File: config.mk
export PLATFORM = sky130hd
export DESIGN_NAME = rsa_modular_exponentiation_unit
export DESIGN_NICKNAME = d
export VERILOG_FILES = /design/src/rtl/rme_pkg.sv /design/src/rtl/rsa_modular_exponentiation_unit.sv /design/src/rtl/rme_mulmod.sv
export SDC_FILE = /design/constraint.sdc
export NUM_CORES = 1
export LEC_CHECK = 0
export ABC_AREA = 0
export BUFFER_PORTS_ARGS = -buffer_cell sky130_fd_sc_hd__buf_2
export CORE_ASPECT_RATIO = 0.5
export CORE_UTILIZATION = 69
export CTS_BUF_LIST = sky130_fd_sc_hd__clkbuf_8
export DETAILED_ROUTE_END_ITERATION = 7
export PLACE_DENSITY = 0.88
export SYNTH_ARGS = -nofsm -noshare
export SYNTH_HDL_FRONTEND = slang
export SYNTH_SLANG_ARGS = --single-unit
File: constraint.sdc
create_clock -name clk -period 11.7 [get_ports clk]
set_input_delay 1.755 -clock clk [delete_from_list [all_inputs] [get_ports clk]]
set_output_delay 1.755 -clock clk [all_outputs]
set_load 0.01 [all_outputs]
File: src/rtl/rme_pkg.sv
// Shared constants, types and helpers for the modular exponentiation unit.
package rme_pkg;

    localparam int MOD_BITS = 27;
    localparam int CNT_W    = (MOD_BITS > 1) ? $clog2(MOD_BITS) : 1;
    localparam int DATA_W   = (MOD_BITS > 32) ? 64 : 32;
    localparam int ADDR_W   = (MOD_BITS > 32) ? 5 : 4;
    localparam int AB       = (MOD_BITS > 32) ? 3 : 2;

    // Register index codes
    localparam logic [1:0] REG_MODULUS  = 2'd0;
    localparam logic [1:0] REG_PUB_EXP  = 2'd1;
    localparam logic [1:0] REG_PRIV_EXP = 2'd2;

    // Command codes
    localparam logic CMD_ENCRYPT = 1'b0;
    localparam logic CMD_DECRYPT = 1'b1;

    typedef logic [MOD_BITS-1:0] word_t;

    // Start request to a modular multiplier
    typedef struct packed {
        logic  start;
        word_t a;
        word_t b;
        word_t m;
    } mm_req_t;

    // Completion status from a modular multiplier
    typedef struct packed {
        logic  done;
        word_t r;
    } mm_rsp_t;

    // (x + y) mod m for x, y < m
    function automatic word_t add_mod(input word_t x, input word_t y, input word_t m);
        logic [MOD_BITS:0] s;
        begin
            s = {1'b0, x} + {1'b0, y};
            if (s >= {1'b0, m})
            begin
                s = s - {1'b0, m};
            end
            return s[MOD_BITS-1:0];
        end
    endfunction

endpackage

File: src/rtl/rsa_modular_exponentiation_unit.sv
// Top level: register port, exponent sequencer and result register.
//
// Usage: program modulus (0x0), public exponent (0x4) and private exponent
// (0x8) over the APB port while the unit is idle. Each input beat carries a
// command (0 encrypt with the public exponent, 1 decrypt with the private one)
// and a value; one output beat returns value^exponent mod modulus.
// The value is first reduced with one bit-serial pass that ends with a done
// flag. Each exponent bit then runs a multiply and a squaring side by side
// on two bit-serial multipliers, then a done flag and one check state; the
// number of these rounds is the bit length of the exponent.
// One item is in work at a time; in_ready is high when the sequencer is idle.
// A modulus of 0 or 1 gives 0 without a multiplier pass; a zero exponent gives 1.
// The result sits in an output register: if the receiver stalls, the next
// item is still taken, and a finished result waits until that register frees.
// Reset clears the registers to modulus 1 and both exponents 0 and drops all
// valid flags.
module rsa_modular_exponentiation_unit
    import rme_pkg::*;
(
    input  logic              clk,
    input  logic              rst_n,
    input  logic              psel,
    input  logic              penable,
    input  logic              pwrite,
    input  logic [ADDR_W-1:0] paddr,
    input  logic [DATA_W-1:0] pwdata,
    output logic [DATA_W-1:0] prdata,
    output logic              pready,
    input  logic              in_valid,
    output logic              in_ready,
    input  logic              command,
    input  logic [MOD_BITS-1:0] value,
    output logic              out_valid,
    input  logic              out_ready,
    output logic [MOD_BITS-1:0] result
);

    typedef enum logic [4:0] {
        ST_IDLE   = 5'b00001,
        ST_REDUCE = 5'b00010,
        ST_CHECK  = 5'b00100,
        ST_MUL    = 5'b01000,
        ST_DONE   = 5'b10000
    } state_t;

    state_t  state_reg, state_next;
    word_t   modulus_reg, pub_exp_reg, priv_exp_reg;
    word_t   ex_reg, ex_next;
    word_t   acc_reg, acc_next;
    word_t   base_reg, base_next;
    word_t   result_reg, result_next;
    logic    out_valid_reg, out_valid_next;
    logic    cfg_wr;
    logic    in_beat;
    logic    start_red, start_mul;
    mm_req_t req_acc, req_sq;
    mm_rsp_t rsp_acc, rsp_sq;

    // Register port
    assign pready = 1'b1;
    assign cfg_wr = psel & penable & pwrite;

    always_ff @(posedge clk or negedge rst_n)
    begin
        if (!rst_n)
        begin
            modulus_reg  <= word_t'(1);
            pub_exp_reg  <= '0;
            priv_exp_reg <= '0;
        end
        else if (cfg_wr)
        begin
            unique case (paddr[AB+1:AB])
                REG_MODULUS:  modulus_reg  <= MOD_BITS'(pwdata);
                REG_PUB_EXP:  pub_exp_reg  <= MOD_BITS'(pwdata);
                REG_PRIV_EXP: priv_exp_reg <= MOD_BITS'(pwdata);
                default:      ;
            endcase
        end
    end

    always_comb
    begin
        unique case (paddr[AB+1:AB])
            REG_MODULUS:  prdata = DATA_W'(modulus_reg);
            REG_PUB_EXP:  prdata = DATA_W'(pub_exp_reg);
            REG_PRIV_EXP: prdata = DATA_W'(priv_exp_reg);
            default:      prdata = '0;
        endcase
    end

    // Multipliers: one for the accumulator (also reduces the input), one squares
    assign req_acc.start = start_red | start_mul;
    assign req_acc.a     = start_red ? word_t'(1) : acc_reg;
    assign req_acc.b     = start_red ? value : base_reg;
    assign req_acc.m     = modulus_reg;
    assign req_sq.start  = start_mul;
    assign req_sq.a      = base_reg;
    assign req_sq.b      = base_reg;
    assign req_sq.m      = modulus_reg;

    rme_mulmod u_mul_acc (
        .clk   (clk),
        .rst_n (rst_n),
        .req   (req_acc),
        .rsp   (rsp_acc)
    );

    rme_mulmod u_mul_sq (
        .clk   (clk),
        .rst_n (rst_n),
        .req   (req_sq),
        .rsp   (rsp_sq)
    );

    // Control and output valid
    always_ff @(posedge clk or negedge rst_n)
    begin
        if (!rst_n)
        begin
            state_reg     <= ST_IDLE;
            out_valid_reg <= 1'b0;
        end
        else
        begin
            state_reg     <= state_next;
            out_valid_reg <= out_valid_next;
        end
    end

    // Datapath
    always_ff @(posedge clk)
    begin
        ex_reg     <= ex_next;
        acc_reg    <= acc_next;
        base_reg   <= base_next;
        result_reg <= result_next;
    end

    assign in_ready = (state_reg == ST_IDLE);
    assign in_beat  = in_valid & in_ready;

    // Right-to-left square-and-multiply sequencer
    always_comb
    begin
        state_next     = state_reg;
        ex_next        = ex_reg;
        acc_next       = acc_reg;
        base_next      = base_reg;
        result_next    = result_reg;
        out_valid_next = out_valid_reg & ~out_ready;
        start_red      = 1'b0;
        start_mul      = 1'b0;
        unique case (state_reg)
            ST_IDLE:
            begin
                if (in_beat)
                begin
                    ex_next = (command == CMD_DECRYPT) ? priv_exp_reg : pub_exp_reg;
                    if (modulus_reg <= word_t'(1))
                    begin
                        acc_next   = '0;
                        state_next = ST_DONE;
                    end
                    else
                    begin
                        start_red  = 1'b1;
                        state_next = ST_REDUCE;
                    end
                end
            end
            ST_REDUCE:
            begin
                if (rsp_acc.done)
                begin
                    base_next  = rsp_acc.r;
                    acc_next   = word_t'(1);
                    state_next = ST_CHECK;
                end
            end
            ST_CHECK:
            begin
                if (ex_reg == '0)
                begin
                    state_next = ST_DONE;
                end
                else
                begin
                    start_mul  = 1'b1;
                    state_next = ST_MUL;
                end
            end
            ST_MUL:
            begin
                if (rsp_acc.done)
                begin
                    if (ex_reg[0])
                    begin
                        acc_next = rsp_acc.r;
                    end
                    base_next  = rsp_sq.r;
                    ex_next    = ex_reg >> 1;
                    state_next = ST_CHECK;
                end
            end
            ST_DONE:
            begin
                if (!out_valid_reg || out_ready)
                begin
                    result_next    = acc_reg;
                    out_valid_next = 1'b1;
                    state_next     = ST_IDLE;
                end
            end
            default:
            begin
                state_next = ST_IDLE;
            end
        endcase
    end

    assign out_valid = out_valid_reg;
    assign result    = result_reg;

endmodule

File: src/rtl/rme_mulmod.sv
// Bit-serial interleaved modular multiplier: a doubling and an add phase per bit of b.
module rme_mulmod
    import rme_pkg::*;
(
    input  logic    clk,
    input  logic    rst_n,
    input  mm_req_t req,
    output mm_rsp_t rsp
);

    logic              busy_reg, busy_next;
    logic              done_reg, done_next;
    logic              phase_reg, phase_next;
    logic [CNT_W-1:0]  cnt_reg, cnt_next;
    word_t             a_reg, a_next;
    word_t             b_reg, b_next;
    word_t             m_reg, m_next;
    word_t             r_reg, r_next;

    // Control state
    always_ff @(posedge clk or negedge rst_n)
    begin
        if (!rst_n)
        begin
            busy_reg <= 1'b0;
            done_reg <= 1'b0;
        end
        else
        begin
            busy_reg <= busy_next;
            done_reg <= done_next;
        end
    end

    // Datapath
    always_ff @(posedge clk)
    begin
        phase_reg <= phase_next;
        cnt_reg   <= cnt_next;
        a_reg     <= a_next;
        b_reg     <= b_next;
        m_reg     <= m_next;
        r_reg     <= r_next;
    end

    // Phase 0 doubles the partial result, phase 1 adds a if the top bit of b is set
    always_comb
    begin
        busy_next  = busy_reg;
        done_next  = 1'b0;
        phase_next = phase_reg;
        cnt_next   = cnt_reg;
        a_next     = a_reg;
        b_next     = b_reg;
        m_next     = m_reg;
        r_next     = r_reg;
        if (req.start)
        begin
            a_next     = req.a;
            b_next     = req.b;
            m_next     = req.m;
            r_next     = '0;
            cnt_next   = CNT_W'(MOD_BITS - 1);
            phase_next = 1'b0;
            busy_next  = 1'b1;
        end
        else if (busy_reg)
        begin
            if (!phase_reg)
            begin
                r_next     = add_mod(r_reg, r_reg, m_reg);
                phase_next = 1'b1;
            end
            else
            begin
                if (b_reg[MOD_BITS-1])
                begin
                    r_next = add_mod(r_reg, a_reg, m_reg);
                end
                b_next     = b_reg << 1;
                phase_next = 1'b0;
                if (cnt_reg == '0)
                begin
                    busy_next = 1'b0;
                    done_next = 1'b1;
                end
                else
                begin
                    cnt_next = cnt_reg - 1'b1;
                end
            end
        end
    end

    assign rsp.done = done_reg;
    assign rsp.r    = r_reg;

endmodule
==> reports/metrics.yaml, run 1 <==
outcome: "completed"
insertion_delay_ns: 0.67
fin_worst_skew_ns: 0.04168
period_minus_slack_ns: 6.634
via_per_inst: 6.540
power_frac_comb: 0.610
cts_setup_buffers: 0
final_nets: 2968
p_int_w: 0.005029
synth.distinct_cells: 86
synth_top_family_by_area: "compound AO/OA/AOI/OAI gates"
crit_slowest_cell: "o21ai_1"
finalHoldViolations: 0
wl_met1_microns: 30360
r2r_end: "u_mul_sq.r_reg[12]"
die_x_microns: 276.2
tightest_slew_ns: 1.204
hold_path_end: "result[3]"
synth-edff-count: 270
maxUsedRoutingLayer: "met5"
wl_per_cell_microns: 22.19
gp_congestion: 0.9963
synthMuxAreaShare: 0.07207
ys_ff_latch: 426
swShare: 0.4715
timing.hold.worst.start: "acc_reg[3]"
finalMaxSlewViolations: 0
cts_resized: 0
async_reset_ff_frac: 0.2113
cp.arrival_ns: 7.15
grt_max_degree: 73
dp_cells: 3151
cts_root_buffer: "clkbuf_8"
synth-compound-area-share: 0.1711
hpwlAfterDp_microns: 52820
yosysWarnings: 0
hold_buffers: 0
synth_top_cell_area_share: 0.3126
n_antenna_cell: 0
ff2ff_path_depth: 24
pre_cts_ws_ns: 5.247
synth-xor-area-share: 0.04694
grt_antenna_before_repair: 4
slowest_delay_ns: 0.47
synth_commonest_cells: "435 x nand2_1, 270 x edfxtp_1, 169 x a21oi_1"
syn_area_sq_mm: 0.02594
netlist_top_cells_area: "edfxtp_1 31%, dfrtp_1 8.5%, ha_1 8.0%"
num_rows: 49
path_class: "register to register"
ys.flop_type: "edfxtp_1"
gr-total-overflow: 0
ios: 133
route.met2.wl_microns: 31860
fmax_mhz: 150.7
numCtsBuffers: 57
synth_area_per_cell_sq_um: 9.888
synthSimpleGateAreaFrac: 0.1434
reg2reg_slack_ns: 5.07
clockPowerShare: 0.120
grt_pass1_vias: 20099
dieArea_sq_mm: 0.03842
period_share: 0.5670
vias: 21300
setup_viol: 0
syn_inst: 2623
synthAdderAreaFrac: 0.08423
htreeDepth: 2
grt_usage: 0.3761
maxCapViolations: 0
rsz0062_at_grt: "no"
holdCritPathClass: "register to register"
drc_errors: 0
power_density_mw_per_mm2: 339.2
dr.pass1.iters: 8
r2r-start: "u_mul_sq.r_reg[0]"
grt_pass1_wl_microns: 112500
cp-start-kind: "register"
power_frac_seq: 0.270
core_sq_mm: 0.03648
ant_nets: 0
ir_drop_uv: 272.2
holdPathStages: 0
slew_headroom: 0.1951
wl_met3_microns: 8111
yosysTopAreaCell: "edfxtp_1"
stdcell_count: 3257
clock_path_buffers: 3
wl_microns: 72290
start_util: 0.7110
syn_to_final_growth_pct: 8.138
numPortBuffers: 119
critPathMaxFanout: 28
cts_sinks: 426
fin_setup_tns_ns: 0
fin_ws_ns: 5.066
drive_above_1_share: 0.1244
crit_chain: "ha_1 > fa_1 > a211oi_1 > o211ai_1 > a311oi_1 > o21ai_0 > o21a_1 > a21oi_1 > o21ai_0 > a21o_1 > xnor2_1 > inv_1 > ha_1 > a211oi_1 > nand2_1 > o31ai_1 > nand4_1 > o21ai_1 > nand2_1 > buf_4 > mux2i_1 > nor2_1 > a221oi_1 > nor2_1"
ys_seq_area_frac: 0.4505
leakage_nw: 11.85
dr.first_iter.drc_count: 2495
cts_tree: "built"
power.switching_w: 0.004486
yosysMostFrequentCell: "nand2_1"
required_ns: 12.21
clk_pin_slew_worst_paths_ns: 0.07
end_kind: "register"
die_h_microns: 139.1
[power groups by stage]
stage	clock network, W	logic (W)	registers (W)
final	0.00115	0.00580	0.00257
after global placement	0	0.00549	0.00254
after CTS	0.00114	0.00568	0.00253
after detailed placement	0	0.00562	0.00256
after global routing	0.00121	0.00637	0.00258
after floorplan	0	0.00447	0.00235
[cell usage in the layout, fill, tap and decap left out, types with 25 or more instances in the layout]
cell type,synthesis,routed
buf_4,7,29
nor3_1,33,31
o211ai_1,36,36
a21oi_1,169,168
dfrtp_1,88,88
buf_2,15,118
a211oi_1,41,41
xor2_1,49,49
mux2_2,89,89
xnor2_1,90,90
ha_1,165,165
edfxtp_1,270,270
o21a_1,25,25
o21ai_0,168,168
clkbuf_8,0,58
dfxtp_1,66,66
nor2_1,120,118
and2_1,59,59
inv_1,93,108
nand2_1,435,435
a21o_1,54,54
mux2i_1,84,84
a22oi_1,30,30
nand3_1,41,41
nand2b_1,25,25
[worst max path at each step]
stage | startpoint | to | slack, ns | cells past startpoint
2_1_floorplan | u_mul_acc.a_reg[0] | u_mul_acc.r_reg[4] | 6.63 | 22
3_3_place_gp | u_mul_sq.r_reg[0] | u_mul_sq.r_reg[11] | 5.33 | 23
3_5_place_dp | u_mul_sq.r_reg[0] | u_mul_sq.r_reg[12] | 5.25 | 24
4_1_cts | u_mul_sq.r_reg[0] | u_mul_sq.r_reg[12] | 5.18 | 24
5_1_grt | u_mul_sq.r_reg[0] | u_mul_sq.r_reg[14] | 4.74 | 23
6_report | u_mul_sq.r_reg[0] | u_mul_sq.r_reg[12] | 5.07 | 24
[cell families after synthesis]
kind of cell / after synthesis
AND/OR/NAND/NOR: 823
AO/OA/AOI/OAI: 687
flip-flops: 426
buffers and inverters: 200
multiplexers: 175
adder cells (fa/ha/maj): 171
XOR/XNOR: 139
other: 2
[layer usage]
metal	GRT usage	vias to the layer above
li1	-	9811
met1	0.5337	10222
met2	0.5801	1090
met3	0.08642	171
met4	0.1103	6
met5	0	-
[critical path: cells and delay by family, from the launching register on]
family	cells	cell delay [ns]
buffers and inverters	2	0.46
AOI/OAI and AO/OA	12	3.41
and+or+nand+nor	5	0.78
adders and majority gates	3	1.08
DFF	1	0.37
xor gates and xnor gates	1	0.20
muxes	1	0.21
[stage by stage]
stage	hold slack (ns)	total power, W	area (sq um)	utilization
after floorplan	0.4168	0.006822	25950	-
after global placement	0.4237	0.008026	26940	0.7385
after detailed placement	0.4240	0.008183	26940	0.7385
after CTS	0.4181	0.009360	28050	0.7689
after global routing	0.4406	0.01016	28050	0.7689
final	0.4307	0.009515	28050	0.7689
[final cells by class]
cell class | instances | area (sq um)
Clock buffer | 58 | 798.3
Clock inverter | 48 | 311.5
Fill cell | 2481 | 8431
Inverter | 93 | 351.6
Multi-Input combinational cell | 2001 | 13490
Sequential cell | 426 | 11680
Tap cell | 484 | 605.6
Timing Repair Buffer | 147 | 808.3
Note: power is estimated with default switching activity, not from simulation.
==> inputs of run 2 (changes only) <==
Settings changed: CORE_UTILIZATION 69 to 64, PLACE_DENSITY 0.88 to 0.83.
Clock period 11.7 ns to 6.6 ns, I/O delays scaled along.
==> reports/metrics.yaml, run 2 (synthesized netlist as in run 1, its figures left out) <==
power_density_mw_per_mm2: 603.6  # +78%
wl_per_cell_microns: 22.00  # -0.89%
insertion_delay_ns: 0.65  # -0.02 ns
hpwlAfterDp_microns: 54050  # +2.3%
num_rows: 51  # +4.1%
period_share: 0.9177  # +0.3507
leakage_nw: 11.99  # +1.2%
cts_tree: "built"
r2r_end: "u_mul_acc.r_reg[18]"
cp-start-kind: "register"
dp_cells: 3221  # +2.2%
htreeDepth: 2  # unchanged
drc_errors: 0  # unchanged
grt_pass1_vias: 19622  # -2.4%
end_kind: "register"
ant_nets: 0  # unchanged
reg2reg_slack_ns: 0.54  # -4.52 ns
grt_antenna_before_repair: 2  # -2
wl_met3_microns: 8513  # +5.0%
final_common_cell: "nand2_1"
n_antenna_cell: 0  # unchanged
numPortBuffers: 119  # unchanged
final_cell_mix: "435 x nand2_1, 270 x edfxtp_1, 168 x a21oi_1, 168 x o21ai_0, 165 x ha_1"
dr.first_iter.drc_count: 2570  # +3.0%
fillers: 2884  # +16%
dr.pass1.iters: 6  # -2
finalHoldViolations: 0  # unchanged
clk_pin_slew_worst_paths_ns: 0.08  # about the same
cts_sinks: 426  # unchanged
hold_buffers: 0  # unchanged
r2r-start: "u_mul_acc.r_reg[0]"
wl_met1_microns: 31910  # +5.1%
hold_slack_ns: 0.1879  # -0.2428 ns
ff2ff_path_depth: 20  # -17%
wl_microns: 73160  # +1.2%
gr-total-overflow: 0  # unchanged
die_h_microns: 144.4  # +3.8%
cts_root_buffer: "clkbuf_8"
finalMaxSlewViolations: 0  # unchanged
route.met2.wl_microns: 31040  # -2.6%
critPathMaxFanout: 14  # -50%
fin_setup_tns_ns: 0  # unchanged
maxCapViolations: 0  # unchanged
outcome: "completed"
rsz0062_at_grt: "no"
path_class: "register to register"
ios: 133  # unchanged
start_util: 0.6577  # -0.05331
final_nets: 2991  # +0.77%
grt_max_degree: 90  # +23%
setup_viol: 0  # unchanged
maxUsedRoutingLayer: "met4"
vias: 21385  # +0.40%
stdcell_count: 3326  # +2.1%
tightest_slew_ns: 1.146  # -0.05836 ns
die_x_microns: 286.7  # +3.8%
fmax_mhz: 165.1  # +9.5%
slew_headroom: 0.2332  # +0.03803
gp_congestion: 0.9954  # about the same
cts_setup_buffers: 0  # unchanged
fin_worst_skew_ns: 0.02204  # -0.01964 ns
via_per_inst: 6.430  # -1.7%
ir_drop_uv: 353.5  # +30%
syn_to_final_growth_pct: 9.387
required_ns: 7.10  # -5.11 ns
period_minus_slack_ns: 6.057  # -0.5774 ns
holdCritPathClass: "input port to asynchronous set/reset pin"
cp.arrival_ns: 6.55  # -0.60 ns
clock_path_buffers: 3  # unchanged
drive_above_1_share: 0.1338  # +0.009349
grt_usage: 0.3523  # -0.02380
grt_pass1_wl_microns: 111200  # -1.2%
core_sq_mm: 0.03944  # +8.1%
numCtsBuffers: 56  # -1.8%
dieArea_sq_mm: 0.04139  # +7.7%
-- run 2: cell count changes in the layout (fill, tap and decap cells not counted), moves of 2 or more --
cell / previous run / this run
clkinv_2: 9 / 6
clkinvlp_4: 3 / 5
bufinv_16: 3 / 6
clkinv_1: 13 / 10
inv_12: 2 / 0
clkbuf_8: 58 / 60
buf_4: 29 / 53
inv_1: 108 / 106
-- run 2: metrics by stage --
stage	utilization	setup WS (ns)	instance area [sq um]	total power, W
after global placement	0.6890	0.5686	27170	0.01444
final	0.7195	0.5430	28370	0.01713
after CTS	0.7195	0.4005	28370	0.01683
after global routing	0.7195	0.1466	28370	0.01831
after detailed placement	0.6890	0.4683	27170	0.01464
after floorplan	-	1.530	25950	0.01209
-- run 2: worst max-delay path by stage --
stage	start	to	slack, ns	cells past startpoint
floorplan	u_mul_acc.a_reg[0]	u_mul_acc.r_reg[4]	1.53	22
global placement	u_mul_acc.r_reg[0]	u_mul_acc.r_reg[25]	0.57	20
detailed placement	u_mul_acc.a_reg[0]	u_mul_acc.r_reg[18]	0.47	20
CTS	u_mul_acc.a_reg[0]	u_mul_acc.r_reg[18]	0.40	20
global route	u_mul_acc.a_reg[0]	u_mul_acc.r_reg[18]	0.15	20
finish	u_mul_acc.r_reg[0]	u_mul_acc.r_reg[18]	0.54	20
-- run 2: worst max-delay path: stages (launching register included) --
cell	delay (ns)
dfxtp_1	0.37
ha_1	0.26
fa_1	0.40
a21oi_1	0.23
o21ai_1	0.15
a2111oi_2	0.51
nor4_1	0.16
o41ai_1	0.65
o21ai_0	0.15
a211oi_1	0.28
nor2_1	0.12
ha_1	0.40
nand4_1	0.13
or4b_1	0.57
a21oi_1	0.13
o21ai_0	0.09
a21oi_1	0.20
or3b_2	0.48
buf_4	0.27
mux2i_1	0.23
a311oi_1	0.12
-- run 2: repair_timing --
action                                 CTS  global route
resized for setup                        0             1
endpoints found under the hold margin    0             0
setup endpoints to repair                0             1
-- run 2: cell type report --
type	instances	area [sq um]	share of cell area
Timing Repair Buffer	171	988.4	0.03484
Inverter	93	351.6	0.01239
Tap cell	530	663.1	0.02337
Sequential cell	426	11680	0.4118
Clock inverter	45	375.4	0.01323
Clock buffer	60	825.8	0.02911
Multi-Input combinational cell	2001	13480	0.4753
-- run 2: per-layer routing --
metal  GRT usage  up-vias
li1            -     9870
met1      0.5208    10271
met2      0.5277     1100
met3     0.07429      144
met4     0.08669        0
met5           0        -
-- run 2: where the power goes --
group          total, W  internal (W)  switching (W)
clock network   0.00215       0.00109        0.00106
logic            0.0106       0.00432        0.00625
registers       0.00441       0.00375       0.000653
total            0.0171       0.00916        0.00796
